File: src/sv/ppmd_pkg.sv
// ppmd_pkg: shared types and constants of the ppm pulse train decoder
package ppmd_pkg;

  // configuration register map, one 32-bit word each
  typedef enum logic [1:0] {
    REG_GAIN   = 2'd0,
    REG_OFFSET = 2'd1,
    REG_GAP    = 2'd2,
    REG_CHLIM  = 2'd3
  } ppmd_reg_t;

  localparam int unsigned CFG_ADDR_W = 4;
  localparam int unsigned CFG_DATA_W = 32;

  localparam int unsigned GAIN_W   = 10;
  localparam int unsigned OFFSET_W = 12;
  localparam int unsigned GAP_W    = 16;
  localparam int unsigned INDEX_W  = 4;
  localparam int unsigned VALUE_W  = 16;

  localparam logic [GAIN_W-1:0]   GAIN_RESET   = 10'd244;
  localparam logic [OFFSET_W-1:0] OFFSET_RESET = 12'd1220;
  localparam logic [GAP_W-1:0]    GAP_RESET    = 16'd4000;
  localparam logic [INDEX_W-1:0]  CHLIM_RESET  = 4'd9;
  localparam logic [INDEX_W-1:0]  INDEX_MAX    = 4'd15;

  // a channel pulse time never exceeds the 16-bit gap limit
  localparam int unsigned TIME_W = GAP_W;
  localparam int unsigned PROD_W = TIME_W + GAIN_W;

  // divide by 100: q = (x * ceil(2^33 / 100)) >> 33, exact for x < 2^26
  localparam int unsigned RECIP_W     = 27;
  localparam int unsigned RECIP_SHIFT = 33;
  localparam logic [RECIP_W-1:0] RECIP = 27'd85899346;
  localparam int unsigned WIDE_W = PROD_W + RECIP_W;
  localparam int unsigned QUO_W  = WIDE_W - RECIP_SHIFT;

  localparam logic [QUO_W-1:0] POS_LIMIT = 20'd32767;
  localparam logic [QUO_W-1:0] NEG_LIMIT = 20'd32768;
  localparam logic [VALUE_W-1:0] VALUE_MAX = 16'h7FFF;
  localparam logic [VALUE_W-1:0] VALUE_MIN = 16'h8000;

  // payload of a channel item through the scaling stages
  typedef struct packed {
    logic [INDEX_W-1:0] index;
    logic               neg;
  } ppmd_tag_t;

endpackage

File: src/sv/ppm_pulse_train_decoder.sv
// ppm_pulse_train_decoder: ppm tick decoder with pipelined channel scaling
// scaling runs in a multiply pipeline of registers s1, s2, s3 and out after a pin
// sample is accepted; throughput: one pin sample per cycle, set by the edge
// detector and counter update done in the accept cycle, unless out_ready stalls the pipeline
// reset (rst_n, synchronous) clears counter, level, channel index and pipeline
// valids, and loads the configuration registers with their defaults
module ppm_pulse_train_decoder
  import ppmd_pkg::*;
#(
  parameter int unsigned COUNTER_WIDTH = 16
) (
  input  logic                  clk,
  input  logic                  rst_n,
  input  logic                  in_valid,
  output logic                  in_ready,
  input  logic                  in_pin_level,
  output logic                  out_valid,
  input  logic                  out_ready,
  output logic [INDEX_W-1:0]    out_channel_index,
  output logic signed [VALUE_W-1:0] out_channel_value,
  input  logic                  cfg_psel,
  input  logic                  cfg_penable,
  input  logic                  cfg_pwrite,
  input  logic [CFG_ADDR_W-1:0] cfg_paddr,
  input  logic [CFG_DATA_W-1:0] cfg_pwdata,
  output logic [CFG_DATA_W-1:0] cfg_prdata,
  output logic                  cfg_pready
);

  localparam int unsigned CMP_W = (COUNTER_WIDTH > GAP_W) ? COUNTER_WIDTH : GAP_W;

  // configuration
  logic [GAIN_W-1:0]   gain_r;
  logic [OFFSET_W-1:0] offset_r;
  logic [GAP_W-1:0]    gap_r;
  logic [INDEX_W-1:0]  chlim_r;
  logic                cfg_wr;
  ppmd_reg_t           cfg_sel;

  assign cfg_pready = 1'b1;
  assign cfg_wr     = cfg_psel && cfg_penable && cfg_pwrite;
  assign cfg_sel    = ppmd_reg_t'(cfg_paddr[CFG_ADDR_W-1:2]);

  always_ff @(posedge clk) begin
    if (!rst_n) begin
      gain_r   <= GAIN_RESET;
      offset_r <= OFFSET_RESET;
      gap_r    <= GAP_RESET;
      chlim_r  <= CHLIM_RESET;
    end else if (cfg_wr) begin
      unique case (cfg_sel)
        REG_GAIN:   gain_r   <= cfg_pwdata[GAIN_W-1:0];
        REG_OFFSET: offset_r <= cfg_pwdata[OFFSET_W-1:0];
        REG_GAP:    gap_r    <= cfg_pwdata[GAP_W-1:0];
        REG_CHLIM:  chlim_r  <= cfg_pwdata[INDEX_W-1:0];
        default: ;
      endcase
    end
  end

  always_comb begin
    unique case (cfg_sel)
      REG_GAIN:   cfg_prdata = CFG_DATA_W'(gain_r);
      REG_OFFSET: cfg_prdata = CFG_DATA_W'(offset_r);
      REG_GAP:    cfg_prdata = CFG_DATA_W'(gap_r);
      REG_CHLIM:  cfg_prdata = CFG_DATA_W'(chlim_r);
      default:    cfg_prdata = '0;
    endcase
  end

  // edge detection and frame state
  logic                     last_level_r;
  logic [COUNTER_WIDTH-1:0] tick_count_r, tick_count_nxt;
  logic [INDEX_W-1:0]       next_channel_r, next_channel_nxt;
  logic                     in_fire, rising, falling, time_ok, emit;
  logic [CMP_W-1:0]         time_ext, gap_ext;
  logic [TIME_W-1:0]        time16, off16, mag_diff;
  logic                     diff_neg;

  assign in_fire  = in_valid && in_ready;
  assign rising   = in_pin_level && !last_level_r;
  assign falling  = !in_pin_level && last_level_r;
  assign time_ext = CMP_W'(tick_count_r);
  assign gap_ext  = CMP_W'(gap_r);
  assign time_ok  = time_ext <= gap_ext;
  assign emit     = in_fire && rising && time_ok && (next_channel_r < chlim_r);

  assign time16   = time_ext[TIME_W-1:0];
  assign off16    = TIME_W'(offset_r);
  assign diff_neg = time16 < off16;
  assign mag_diff = diff_neg ? (off16 - time16) : (time16 - off16);

  always_comb begin
    tick_count_nxt   = tick_count_r;
    next_channel_nxt = next_channel_r;
    if (falling) begin
      tick_count_nxt = '0;
    end else if (tick_count_r != '1) begin
      tick_count_nxt = tick_count_r + 1'b1;
    end
    if (rising) begin
      if (!time_ok) begin
        next_channel_nxt = '0;
      end else if (next_channel_r < INDEX_MAX) begin
        next_channel_nxt = next_channel_r + 1'b1;
      end
    end
  end

  always_ff @(posedge clk) begin
    if (!rst_n) begin
      last_level_r   <= 1'b0;
      tick_count_r   <= '0;
      next_channel_r <= '0;
    end else if (in_fire) begin
      last_level_r   <= in_pin_level;
      tick_count_r   <= tick_count_nxt;
      next_channel_r <= next_channel_nxt;
    end
  end

  // scaling pipeline: |diff| -> |diff|*gain -> /100 -> saturate
  logic              s1_v_r, s2_v_r, s3_v_r, out_v_r;
  logic              s1_free, s2_free, s3_free, out_free;
  ppmd_tag_t         s1_tag_r, s2_tag_r, s3_tag_r;
  logic [TIME_W-1:0] s1_mag_r;
  logic [PROD_W-1:0] s2_prod_r;
  logic [WIDE_W-1:0] wide;
  logic [QUO_W-1:0]  s3_quo_r;
  logic [VALUE_W-1:0] sat_value;
  logic [INDEX_W-1:0] out_index_r;
  logic [VALUE_W-1:0] out_value_r;

  assign out_free = !out_v_r || out_ready;
  assign s3_free  = !s3_v_r || out_free;
  assign s2_free  = !s2_v_r || s3_free;
  assign s1_free  = !s1_v_r || s2_free;
  assign in_ready = s1_free;

  assign wide = WIDE_W'(s2_prod_r) * WIDE_W'(RECIP);

  always_comb begin
    if (s3_tag_r.neg) begin
      sat_value = (s3_quo_r > NEG_LIMIT) ? VALUE_MIN : (~s3_quo_r[VALUE_W-1:0] + 1'b1);
    end else begin
      sat_value = (s3_quo_r > POS_LIMIT) ? VALUE_MAX : s3_quo_r[VALUE_W-1:0];
    end
  end

  always_ff @(posedge clk) begin
    if (!rst_n) begin
      s1_v_r  <= 1'b0;
      s2_v_r  <= 1'b0;
      s3_v_r  <= 1'b0;
      out_v_r <= 1'b0;
    end else begin
      if (s1_free)  s1_v_r  <= emit;
      if (s2_free)  s2_v_r  <= s1_v_r;
      if (s3_free)  s3_v_r  <= s2_v_r;
      if (out_free) out_v_r <= s3_v_r;
    end
  end

  always_ff @(posedge clk) begin
    if (s1_free) begin
      s1_tag_r.index <= next_channel_r;
      s1_tag_r.neg   <= diff_neg;
      s1_mag_r       <= mag_diff;
    end
    if (s2_free) begin
      s2_tag_r  <= s1_tag_r;
      s2_prod_r <= PROD_W'(s1_mag_r) * PROD_W'(gain_r);
    end
    if (s3_free) begin
      s3_tag_r <= s2_tag_r;
      s3_quo_r <= wide[WIDE_W-1:RECIP_SHIFT];
    end
    if (out_free) begin
      out_index_r <= s3_tag_r.index;
      out_value_r <= sat_value;
    end
  end

  assign out_valid         = out_v_r;
  assign out_channel_index = out_index_r;
  assign out_channel_value = signed'(out_value_r);

  // a falling edge restarts the pulse timer
  a_fall_clears: assert property (@(posedge clk) disable iff (!rst_n)
    in_fire && falling |=> tick_count_r == '0)
    else $error("tick counter not cleared on falling edge");

  // a sync gap restarts the frame
  a_sync_resets: assert property (@(posedge clk) disable iff (!rst_n)
    in_fire && rising && !time_ok |=> next_channel_r == '0)
    else $error("channel index not reset on sync gap");

  // a channel pulse never moves the index backwards
  a_index_grows: assert property (@(posedge clk) disable iff (!rst_n)
    in_fire && rising && time_ok |=> next_channel_r >= $past(next_channel_r))
    else $error("channel index decreased on a channel pulse");

  // saturation keeps a non-negative offset-corrected time non-negative
  a_sign_kept: assert property (@(posedge clk) disable iff (!rst_n)
    out_free && s3_v_r && !s3_tag_r.neg |=> !out_value_r[VALUE_W-1])
    else $error("positive channel value came out negative");

endmodule

File: config.mk
export PLATFORM = sky130hd
export DESIGN_NAME = ppm_pulse_train_decoder
export DESIGN_NICKNAME = d
export VERILOG_FILES = /design/src/sv/ppmd_pkg.sv /design/src/sv/ppm_pulse_train_decoder.sv
export SDC_FILE = /design/constraint.sdc
export NUM_CORES = 1
export LEC_CHECK = 0
export BUFFER_PORTS_ARGS = -buffer_cell sky130_fd_sc_hd__buf_2
export CORE_MARGIN = 2
export CORE_UTILIZATION = 65
export CTS_BUF_LIST = sky130_fd_sc_hd__clkbuf_16
export DETAILED_ROUTE_END_ITERATION = 8
export GPL_TIMING_DRIVEN = 0
export HOLD_SLACK_MARGIN = 0.08
export PLACE_DENSITY = 0.94
export SYNTH_ARGS = -nofsm -noshare
export SYNTH_HDL_FRONTEND = slang
export SYNTH_SLANG_ARGS = --single-unit
File: constraint.sdc
create_clock -name clk -period 8.7 [get_ports clk]
set_input_delay 1.74 -clock clk [delete_from_list [all_inputs] [get_ports clk]]
set_output_delay 1.74 -clock clk [all_outputs]
set_load 0.03 [all_outputs]
==> results of run 1 <==
## path summary, 6_finish.rpt
| path | startpoint | to | depth (start not counted) |
|---|---|---|---|
| worst max register to register | s2_prod_r[10] | s3_quo_r[16] | 22 |
| worst max-delay path | s2_prod_r[10] | s3_quo_r[16] | 22 |
| worst min-delay path | s2_tag_r[3] | s3_tag_r[3] | 0 |
| worst min register to register | s2_tag_r[3] | s3_tag_r[3] | 0 |
## cell usage in the layout, fill, tap and decap left out, types with 13 or more instances in the layout
cell	count
nand3_1	36
nor2_1	64
nand2b_1	15
and2_1	85
xnor2_1	47
conb_1	17
nor3_1	16
a21o_1	52
dfxtp_1	67
xor2_1	18
a21oi_1	106
nand4_1	20
clkbuf_1	59
ha_1	403
o21a_1	13
buf_2	63
a211oi_1	17
fa_1	350
o211ai_1	16
edfxtp_1	97
o21ai_0	66
buf_4	17
mux2i_1	19
clkbuf_16	17
nand2_1	234
inv_1	625
## Yosys cell counts, types with 10 or more instances
library cell	instances
edfxtp_1	97
inv_1	625
nand4_1	20
a211oi_1	17
a21oi_1	106
mux2i_1	19
nor2b_1	11
and2_1	85
xnor2_1	47
nand3_1	36
clkbuf_1	59
o211ai_1	16
o21ai_0	66
or3_1	11
a21o_1	52
nor2_1	64
fa_1	350
xor2_1	18
o21a_1	13
o311ai_0	10
dfxtp_1	67
nand2b_1	15
nor3_1	16
nand2_1	234
and3_1	12
buf_4	17
ha_1	403
## layer usage
metal  up-vias  share of wire (%)  wire (um)  track usage (%)
met2      1054                 50      32500             59.8
met3       367                7.8       5120             7.11
li1       8485                  -          -                -
met4         0                7.1       4700             22.3
met1      9295                 36      23300             39.5
met5         -                  0          0                0
## kinds of logic (layout without fill, tap and decap cells)
logic type | after synthesis | after routing | synth area share, %
mux | 25 | 25 | 1.23
other cells | 2 | 17 | 0.0303
flops | 164 | 164 | 17.2
fa+ha+maj | 753 | 753 | 48.6
compound gates | 341 | 341 | 8.98
simple gates | 542 | 542 | 10.7
xor+xnor | 65 | 65 | 2.30
buf+inv | 706 | 802 | 11.0
## registers in the layout, indices dropped and copies added, names as in the netlist
register	cells
s2_prod_r	26
s3_quo_r	20
gap_ext	16
out_channel_value	16
s1_mag_r	16
tick_count_r	16
offset_r	12
gain_r	10
s1_tag_r	5
s2_tag_r	5
s3_tag_r	5
chlim_r	4
next_channel_r	4
out_channel_index	4
last_level_r	1
out_valid	1
s1_v_r	1
s2_v_r	1
s3_v_r	1
## critical path: cells and delay by family (launching register included)
kind | cells | cell delay [ns]
fa+ha+maj | 8 | 4.12
xor+xnor | 1 | 0.17
compound gates | 4 | 1.36
buf+inv | 6 | 0.45
simple gates | 3 | 0.67
flops | 1 | 0.66
## through the flow
stage / util, % / hold WS [ns] / setup slack (ns)
global route: 70.4 / 0.435 / 0.830
floorplan: - / 0.400 / 2.40
finish: 70.4 / 0.421 / 1.01
global placement: 68.7 / 0.403 / 1.51
detailed placement: 68.7 / 0.405 / 1.36
CTS: 70.4 / 0.419 / 1.13
## final cells by class
cell class | instances | share of cell area [%]
sequential | 164 | 16.1
clock inverter | 15 | 0.752
multi-input combinational | 1743 | 67.5
inverter | 625 | 8.87
buffer | 81 | 1.48
tap | 511 | 2.42
clock buffer | 17 | 1.61
timing repair buffer | 64 | 1.25
==> results.yml, run 1 <==
logic_synthesis:
  synthCells: 2598
  ys_top_cells_by_area: "fa_1 (28%), ha_1 (20%), edfxtp_1 (12%)"
  synth_top_cell_area_share_pct: 28.3
  netlist-cell-type-count: 78
  synth_area_um2: 24800
  synthFlopType: "edfxtp_1"
  yosys_warnings: 0
  ys_ff_latch: 164
  yosysSeqAreaShare_pct: 17.2
  synth_edf_count: 97
  ys_async_sr_fraction_pct: 0
  yosys.area.top_type: "fa_1"
  postSynthAreaPerCell_um2: 9.54
grt:
  grt_pass1_wl_um: 105000
  grt_remaining_overflow: 0
  antenna_found_initial: 0
  grt_max_degree: 26
  grt_use_total_pct: 34.8
  grt_pass1_vias: 20800
flow_run:
  maxCapViolCount: 0
die:
  ios: 99
  core_area_um2: 37600
  die_y_um: 199
  start_util_pct: 66.0
  fp.dieW_um: 199
  die_area_um2: 39700
  placementRows: 71
timing:
  fmax_mhz: 130
  finalHoldViolCount: 0
  tns_ns: 0
  finClkSkew_ns: 0.0197
  rsz0062_at_grt: "false"
  fin_crit_sh_pct: 88.3
  setup_viol: 0
  worstMarginPinSlew_ns: 1.15
  fin_crit_ns: 7.69
  slew_viol_final: 0
  slew_headroom_pct: 22.5
place:
  dpl_cell_area_um2: 25800
  dp_hpwl_um: 52700
  io_buffers: 63
  place_inst: 3188
  place_congestion: 0.999
critical_path:
  r2r_slack_ns: 1.01
  startpoint_type: "register"
  worstPathRequired_ns: 8.93
  criticalPathCategory: "register to register"
  path_cells: "ha_1 -> inv_1 -> fa_1 -> inv_1 -> fa_1 -> inv_1 -> fa_1 -> inv_1 -> fa_1 -> fa_1 -> inv_1 -> fa_1 -> inv_1 -> ha_1 -> nand4_1 -> nor3_1 -> nand4_1 -> o211ai_2 -> o31ai_4 -> o311ai_2 -> a21oi_1 -> xnor2_1"
  worstPathArrival_ns: 7.91
  cp-end-kind: "register"
  slowest_delay_ns: 0.66
  crit_fanout: 9
  cpMaxStageDelayCell: "edfxtp_1"
worst_hold_path:
  hp-class: "register to register"
drt:
  drc: 2
  vias: 19200
  wl_um: 65700
  first_pass_iters: 9
  drt.antenna.violating_nets: 0
  initialDrtViolationCount: 1423
  vias_per_cell: 5.96
  wl_per_cell_um: 20.4
clock_network:
  root_buffer: "clkbuf_16"
  cts_sinks: 164
  clock_path_buffers: 2
  cts_tree: "done"
  post_cts_resized: 0
  h-tree-depth: 4
  clock_latency_ns: 0.48
  clkTransAtPathRegs_ns: 0.08
  hold_buffers: 0
  post_cts_buffers: 0
  cts-buffers-inserted: 17
final_layout:
  multiInputGateArea_um2: 17900
  fillers: 2487
  drive_gt1_share_pct: 5.28
  num-nets-final: 3493
  diodes: 0
  syn2layout_area_growth_pct: 6.66
  seq_area_um2: 4250
  design_area_um2: 26400
  finalNonFillerCells: 3220
run_status:
  violations: "design-rule violations"
  status: "complete, but fails checks"
Power of run 1 is not shown: default switching activity piles up to over one toggle a cycle in this logic, so the estimate is an artifact.
==> run 2: changes to the inputs <==
--- a/config.mk
+++ b/config.mk
@@ -5,6 +5,7 @@
 export SDC_FILE = /design/constraint.sdc
 export NUM_CORES = 1
 export LEC_CHECK = 0
+export ABC_AREA = 1
 export BUFFER_PORTS_ARGS = -buffer_cell sky130_fd_sc_hd__buf_2
 export CORE_MARGIN = 2
 export CORE_UTILIZATION = 65
@@ -12,7 +13,7 @@
 export DETAILED_ROUTE_END_ITERATION = 8
 export GPL_TIMING_DRIVEN = 0
 export HOLD_SLACK_MARGIN = 0.08
-export PLACE_DENSITY = 0.94
+export PLACE_DENSITY_LB_ADDON = 0.2
 export SYNTH_ARGS = -nofsm -noshare
 export SYNTH_HDL_FRONTEND = slang
 export SYNTH_SLANG_ARGS = --single-unit
==> run 2 against run 1 <==
  * The flow now finishes without violations
  * Sequential share of layout area shrank 0.95 points
  * Utilization up 0.058 points
  * Final cell count up 20%
  * Fmax rose by 17%
  * Non-clock buffer count down 3
==> results.yml, run 2 <==
die:
  die_area_um2: 42300
  start_util_pct: 66.2
  ios: 99
  fp.dieW_um: 206
  core_area_um2: 39900
  placementRows: 73
  die_y_um: 206
clock_network:
  hold_buffers: 0
  root_buffer: "clkbuf_16"
  h-tree-depth: 4
  cts_tree: "done"
  clock_path_buffers: 2
  cts_sinks: 164
  post_cts_buffers: 0
  clock_latency_ns: 0.46
  post_cts_resized: 0
  cts-buffers-inserted: 17
  clkTransAtPathRegs_ns: 0.07
critical_path:
  r2r-start: "s2_prod_r[10]"
  startpoint_type: "register"
  cp-end-kind: "register"
  crit_start: "s2_prod_r[10]"
  criticalPathCategory: "register to register"
  worstPathRequired_ns: 8.91
  worstPathArrival_ns: 6.76
  r2r_slack_ns: 2.14
  crit_fanout: 9
drt:
  wl_per_cell_um: 18.9
  vias: 21700
  drt.antenna.violating_nets: 0
  initialDrtViolationCount: 1777
  drc: 0
  first_pass_iters: 6
  wl_um: 72900
  vias_per_cell: 5.64
place:
  place_inst: 3822
  dp_hpwl_um: 61400
  place_congestion: 1.02
  io_buffers: 63
timing:
  fin_crit_ns: 6.56
  slew_viol_final: 0
  setup_viol: 0
  worstMarginPinSlew_ns: 1.19
  finalHoldViolCount: 0
  slew_headroom_pct: 20.3
  finClkSkew_ns: 0.0152
  rsz0062_at_grt: "false"
  fmax_mhz: 153
  fin_crit_sh_pct: 75.4
  tns_ns: 0
final_layout:
  largest_reg_flops: 26
  finalNonFillerCells: 3854
  drive_gt1_share_pct: 4.72
  top_register: "s2_prod_r"
  top_regs: "s2_prod_r x26, s3_quo_r x20"
  mostFrequentLayoutCell: "inv_1"
  syn2layout_area_growth_pct: 6.34
  final_cell_mix: "inv_1 (830), nand2_1 (585), ha_1 (403)"
  diodes: 0
  num-nets-final: 4113
logic_synthesis:
  ys_async_sr_fraction_pct: 0
  ys_ff_latch: 164
  yosysMostFrequentCell: "inv_1"
  synth_edf_count: 97
  synth_top_cell_area_share_pct: 26.5
  netlist-cell-type-count: 50
  postSynthAreaPerCell_um2: 8.22
  yosys_warnings: 0
  synthFlopType: "edfxtp_1"
  synth_common_cells: "inv_1 (830), nand2_1 (585), ha_1 (403)"
  synthCells: 3217
  ys_top_cells_by_area: "fa_1 (27%), ha_1 (19%), inv_1 (12%)"
  synth_area_um2: 26400
  yosysSeqAreaShare_pct: 16.1
  yosys.area.top_type: "fa_1"
grt:
  grt_use_total_pct: 36.2
  grt_pass1_wl_um: 117000
  grt_remaining_overflow: 0
  grt_max_degree: 27
  antenna_found_initial: 2
  grt_pass1_vias: 22700
flow_run:
  maxCapViolCount: 0
worst_hold_path:
  min_from: "s2_tag_r[2]"
  hp-class: "register to register"
run_status:
  status: "finished, final reports clean"
-- run 2: final cells by class --
class	instances	area (um2)
clock buffer	17	425
tap	525	657
clock inverter	15	191
multi-input combinational	2148	18700
fill	3185	11800
sequential	164	4250
inverter	843	3170
timing repair buffer	65	345
buffer	77	394
-- run 2: path summary, 6_finish.rpt --
path                                endpoint  cells past startpoint
worst max-delay path            s3_quo_r[15]                     22
worst min-delay path             s3_tag_r[2]                      0
worst max register to register  s3_quo_r[15]                     22
worst min register to register   s3_tag_r[2]                      0
-- run 2: routing by layer --
layer / GRT usage (%) / part of all wire (%) / vias to the layer above
met1: 44.1 / 38 / 10500
met2: 61.5 / 48 / 887
met5: 0 / 0 / -
met4: 19.8 / 5.8 / 0
met3: 5.96 / 7.6 / 219
li1: - / - / 10100
-- run 2: logic make-up after synthesis --
group	count (synthesis)	synth area share, %
AOI/OAI and AO/OA	365	7.93
buffers and inverters	920	13.5
adders and majority gates	753	45.6
and+or+nand+nor	948	14.8
other	2	0.0284
DFF	164	16.1
xor gates and xnor gates	65	2.15
-- run 2: critical path: stages (launching register included) --
cell      delay (ns)
edfxtp_1        0.68
ha_1            0.54
inv_1           0.09
fa_1            0.49
inv_1           0.06
fa_1            0.51
inv_1           0.05
fa_1            0.47
inv_1           0.06
fa_1            0.51
fa_1            0.55
inv_1           0.06
fa_1            0.54
inv_1           0.08
ha_1            0.33
a21oi_1         0.30
nor2_1          0.07
nor2_1          0.14
o21ai_0         0.14
o21bai_1        0.40
nand3_1         0.12
nand2_1         0.08
nand2_1         0.05
-- run 2: per-stage QoR --
step	area [um2]	utilization, %	hold slack [ns]	setup WS (ns)
6_report	28100	70.4	0.420	2.14
5_1_grt	28100	70.4	0.426	1.92
4_1_cts	28100	70.4	0.422	2.23
3_5_place_dp	27500	68.9	0.407	2.25
3_3_place_gp	27500	68.8	0.401	2.10
2_1_floorplan	26500	-	0.400	3.13
Power of run 2 is left out for the same reason.
==> run 3: changes to the inputs <==
==> constraint.sdc (replaced) <==
create_clock -name clk -period 6.4 [get_ports clk]
set_input_delay 1.28 -clock clk [delete_from_list [all_inputs] [get_ports clk]]
set_output_delay 1.28 -clock clk [all_outputs]
set_load 0.03 [all_outputs]
==> run 3 against run 2 <==
  * Fmax grew 5.4%
  * Sequential cell count is the same
  * Critical path depth grew 2
  * Utilization grew 1.3 points
  * Global-route usage is essentially flat
  * Final cell count grew 1.6%
  * Worst hold slack is essentially flat
  * Critical path type unchanged
==> results.yml, run 3 (synthesized netlist as in run 2, its figures left out) <==
run_status:
  status: "finished, final reports clean"
clock_network:
  clock_latency_ns: 0.47
  root_buffer: "clkbuf_16"
  cts_sinks: 164
  h-tree-depth: 4
  cts-buffers-inserted: 17
  hold_buffers: 0
  cts_tree: "done"
  clock_path_buffers: 2
  clkTransAtPathRegs_ns: 0.07
drt:
  wl_per_cell_um: 19.2
  drt.antenna.violating_nets: 0
  first_pass_iters: 8
  wl_um: 75200
  vias: 22200
  vias_per_cell: 5.66
  initialDrtViolationCount: 1829
  drc: 0
timing:
  slew_viol_final: 0
  setup_viol: 0
  slew_headroom_pct: 20.3
  fmax_mhz: 161
  finalHoldViolCount: 0
  fin_crit_sh_pct: 97.2
  rsz0062_at_grt: "true"
  fin_crit_ns: 6.22
  worstMarginPinSlew_ns: 1.19
  finClkSkew_ns: 0.0207
final_layout:
  multiInputGateArea_um2: 18700
  diodes: 0
  largest_reg_flops: 26
  final_cell_mix: "inv_1 (830), nand2_1 (585), ha_1 (403)"
  num-nets-final: 4175
  post-route-util_pct: 71.7
  top_regs: "s2_prod_r x26, s3_quo_r x20"
  seq_area_um2: 4250
  syn2layout_area_growth_pct: 8.33
  drive_gt1_share_pct: 6.64
  fillers: 3080
  design_area_um2: 28600
  top_register: "s2_prod_r"
  mostFrequentLayoutCell: "inv_1"
worst_hold_path:
  hp-class: "register to register"
critical_path:
  crit_fanout: 4
  criticalPathCategory: "register to register"
  worstPathRequired_ns: 6.61
  critPathBufInv: 8
  path_common_cell: "inv_1"
  cpMaxStageDelayCell: "fa_1"
  path_cells: "buf_4 -> ha_1 -> inv_1 -> fa_1 -> inv_1 -> fa_1 -> inv_1 -> fa_1 -> inv_1 -> fa_1 -> fa_1 -> inv_1 -> fa_1 -> inv_1 -> ha_1 -> nand2_1 -> nor2_1 -> inv_1 -> nor2_1 -> nand2_1 -> nand2_1 -> nand2_1 -> nand4_1 -> nand2_1"
  worstPathArrival_ns: 6.43
  startpoint_type: "register"
  cp-end-kind: "register"
  crit_family: "adder cells"
  slowest_delay_ns: 0.54
place:
  place_congestion: 1.02
  dpl_cell_area_um2: 27500
  io_buffers: 63
  dp_hpwl_um: 61400
die:
  die_area_um2: 42300
  core_area_um2: 39900
  die_y_um: 206
  start_util_pct: 66.2
  placementRows: 73
  fp.dieW_um: 206
  ios: 99
grt:
  grt_pass1_vias: 22700
  grt_use_total_pct: 36.3
  antenna_found_initial: 1
  grt_pass1_wl_um: 117000
  grt_remaining_overflow: 0
  grt_max_degree: 27
flow_run:
  maxCapViolCount: 0
run 3: cell types whose count changed in the layout (fill, tap and decap cells not counted), sizes merged:
cell  change
buf      +62
run 3: per-stage QoR:
step,setup TNS [ns],setup slack [ns],hold WS [ns],cells
6_report,0,0.182,0.420,3916
5_1_grt,-0.101,-0.0421,0.426,3916
4_1_cts,0,0.00128,0.422,3861
3_5_place_dp,-0.0456,-0.0456,0.407,3822
3_3_place_gp,0,0.0101,0.401,3820
2_1_floorplan,0,0.829,0.400,3232
run 3: metal layers:
metal  share of wire (%)  track usage [%]  vias up
met5                   0                0        -
met4                 6.0             19.5        0
met3                 7.6             6.13      258
met1                  38             44.0    10700
li1                    -                -    10200
met2                  48             61.7      978
run 3: worst paths after layout:
path / start / to / slack (ns) / depth (start not counted)
worst min-delay path: s2_tag_r[1] / s3_tag_r[1] / 0.42 / 0
worst max-delay path: s2_prod_r[10] / s3_quo_r[9] / 0.18 / 24
worst min register to register: s2_tag_r[1] / s3_tag_r[1] / 0.42 / 0
worst max register to register: s2_prod_r[10] / s3_quo_r[9] / 0.18 / 24
run 3: timing repair:
| item | CTS | global route |
|---|---|---|
| pin swaps | 0 | 1 |
| setup endpoints to repair | 1 | 20 |
| buffers inserted | 7 | 55 |
| gates resized for setup | 0 | 6 |
run 3: cell type report:
cell class / count / share of cell area [%]
inverter: 843 / 11.1
clock buffer: 17 / 1.49
sequential: 164 / 14.9
tap: 525 / 2.29
multi-input combinational: 2148 / 65.3
timing repair buffer: 127 / 2.96
buffer: 77 / 1.38
clock inverter: 15 / 0.668
Power of run 3 is left out for the same reason.
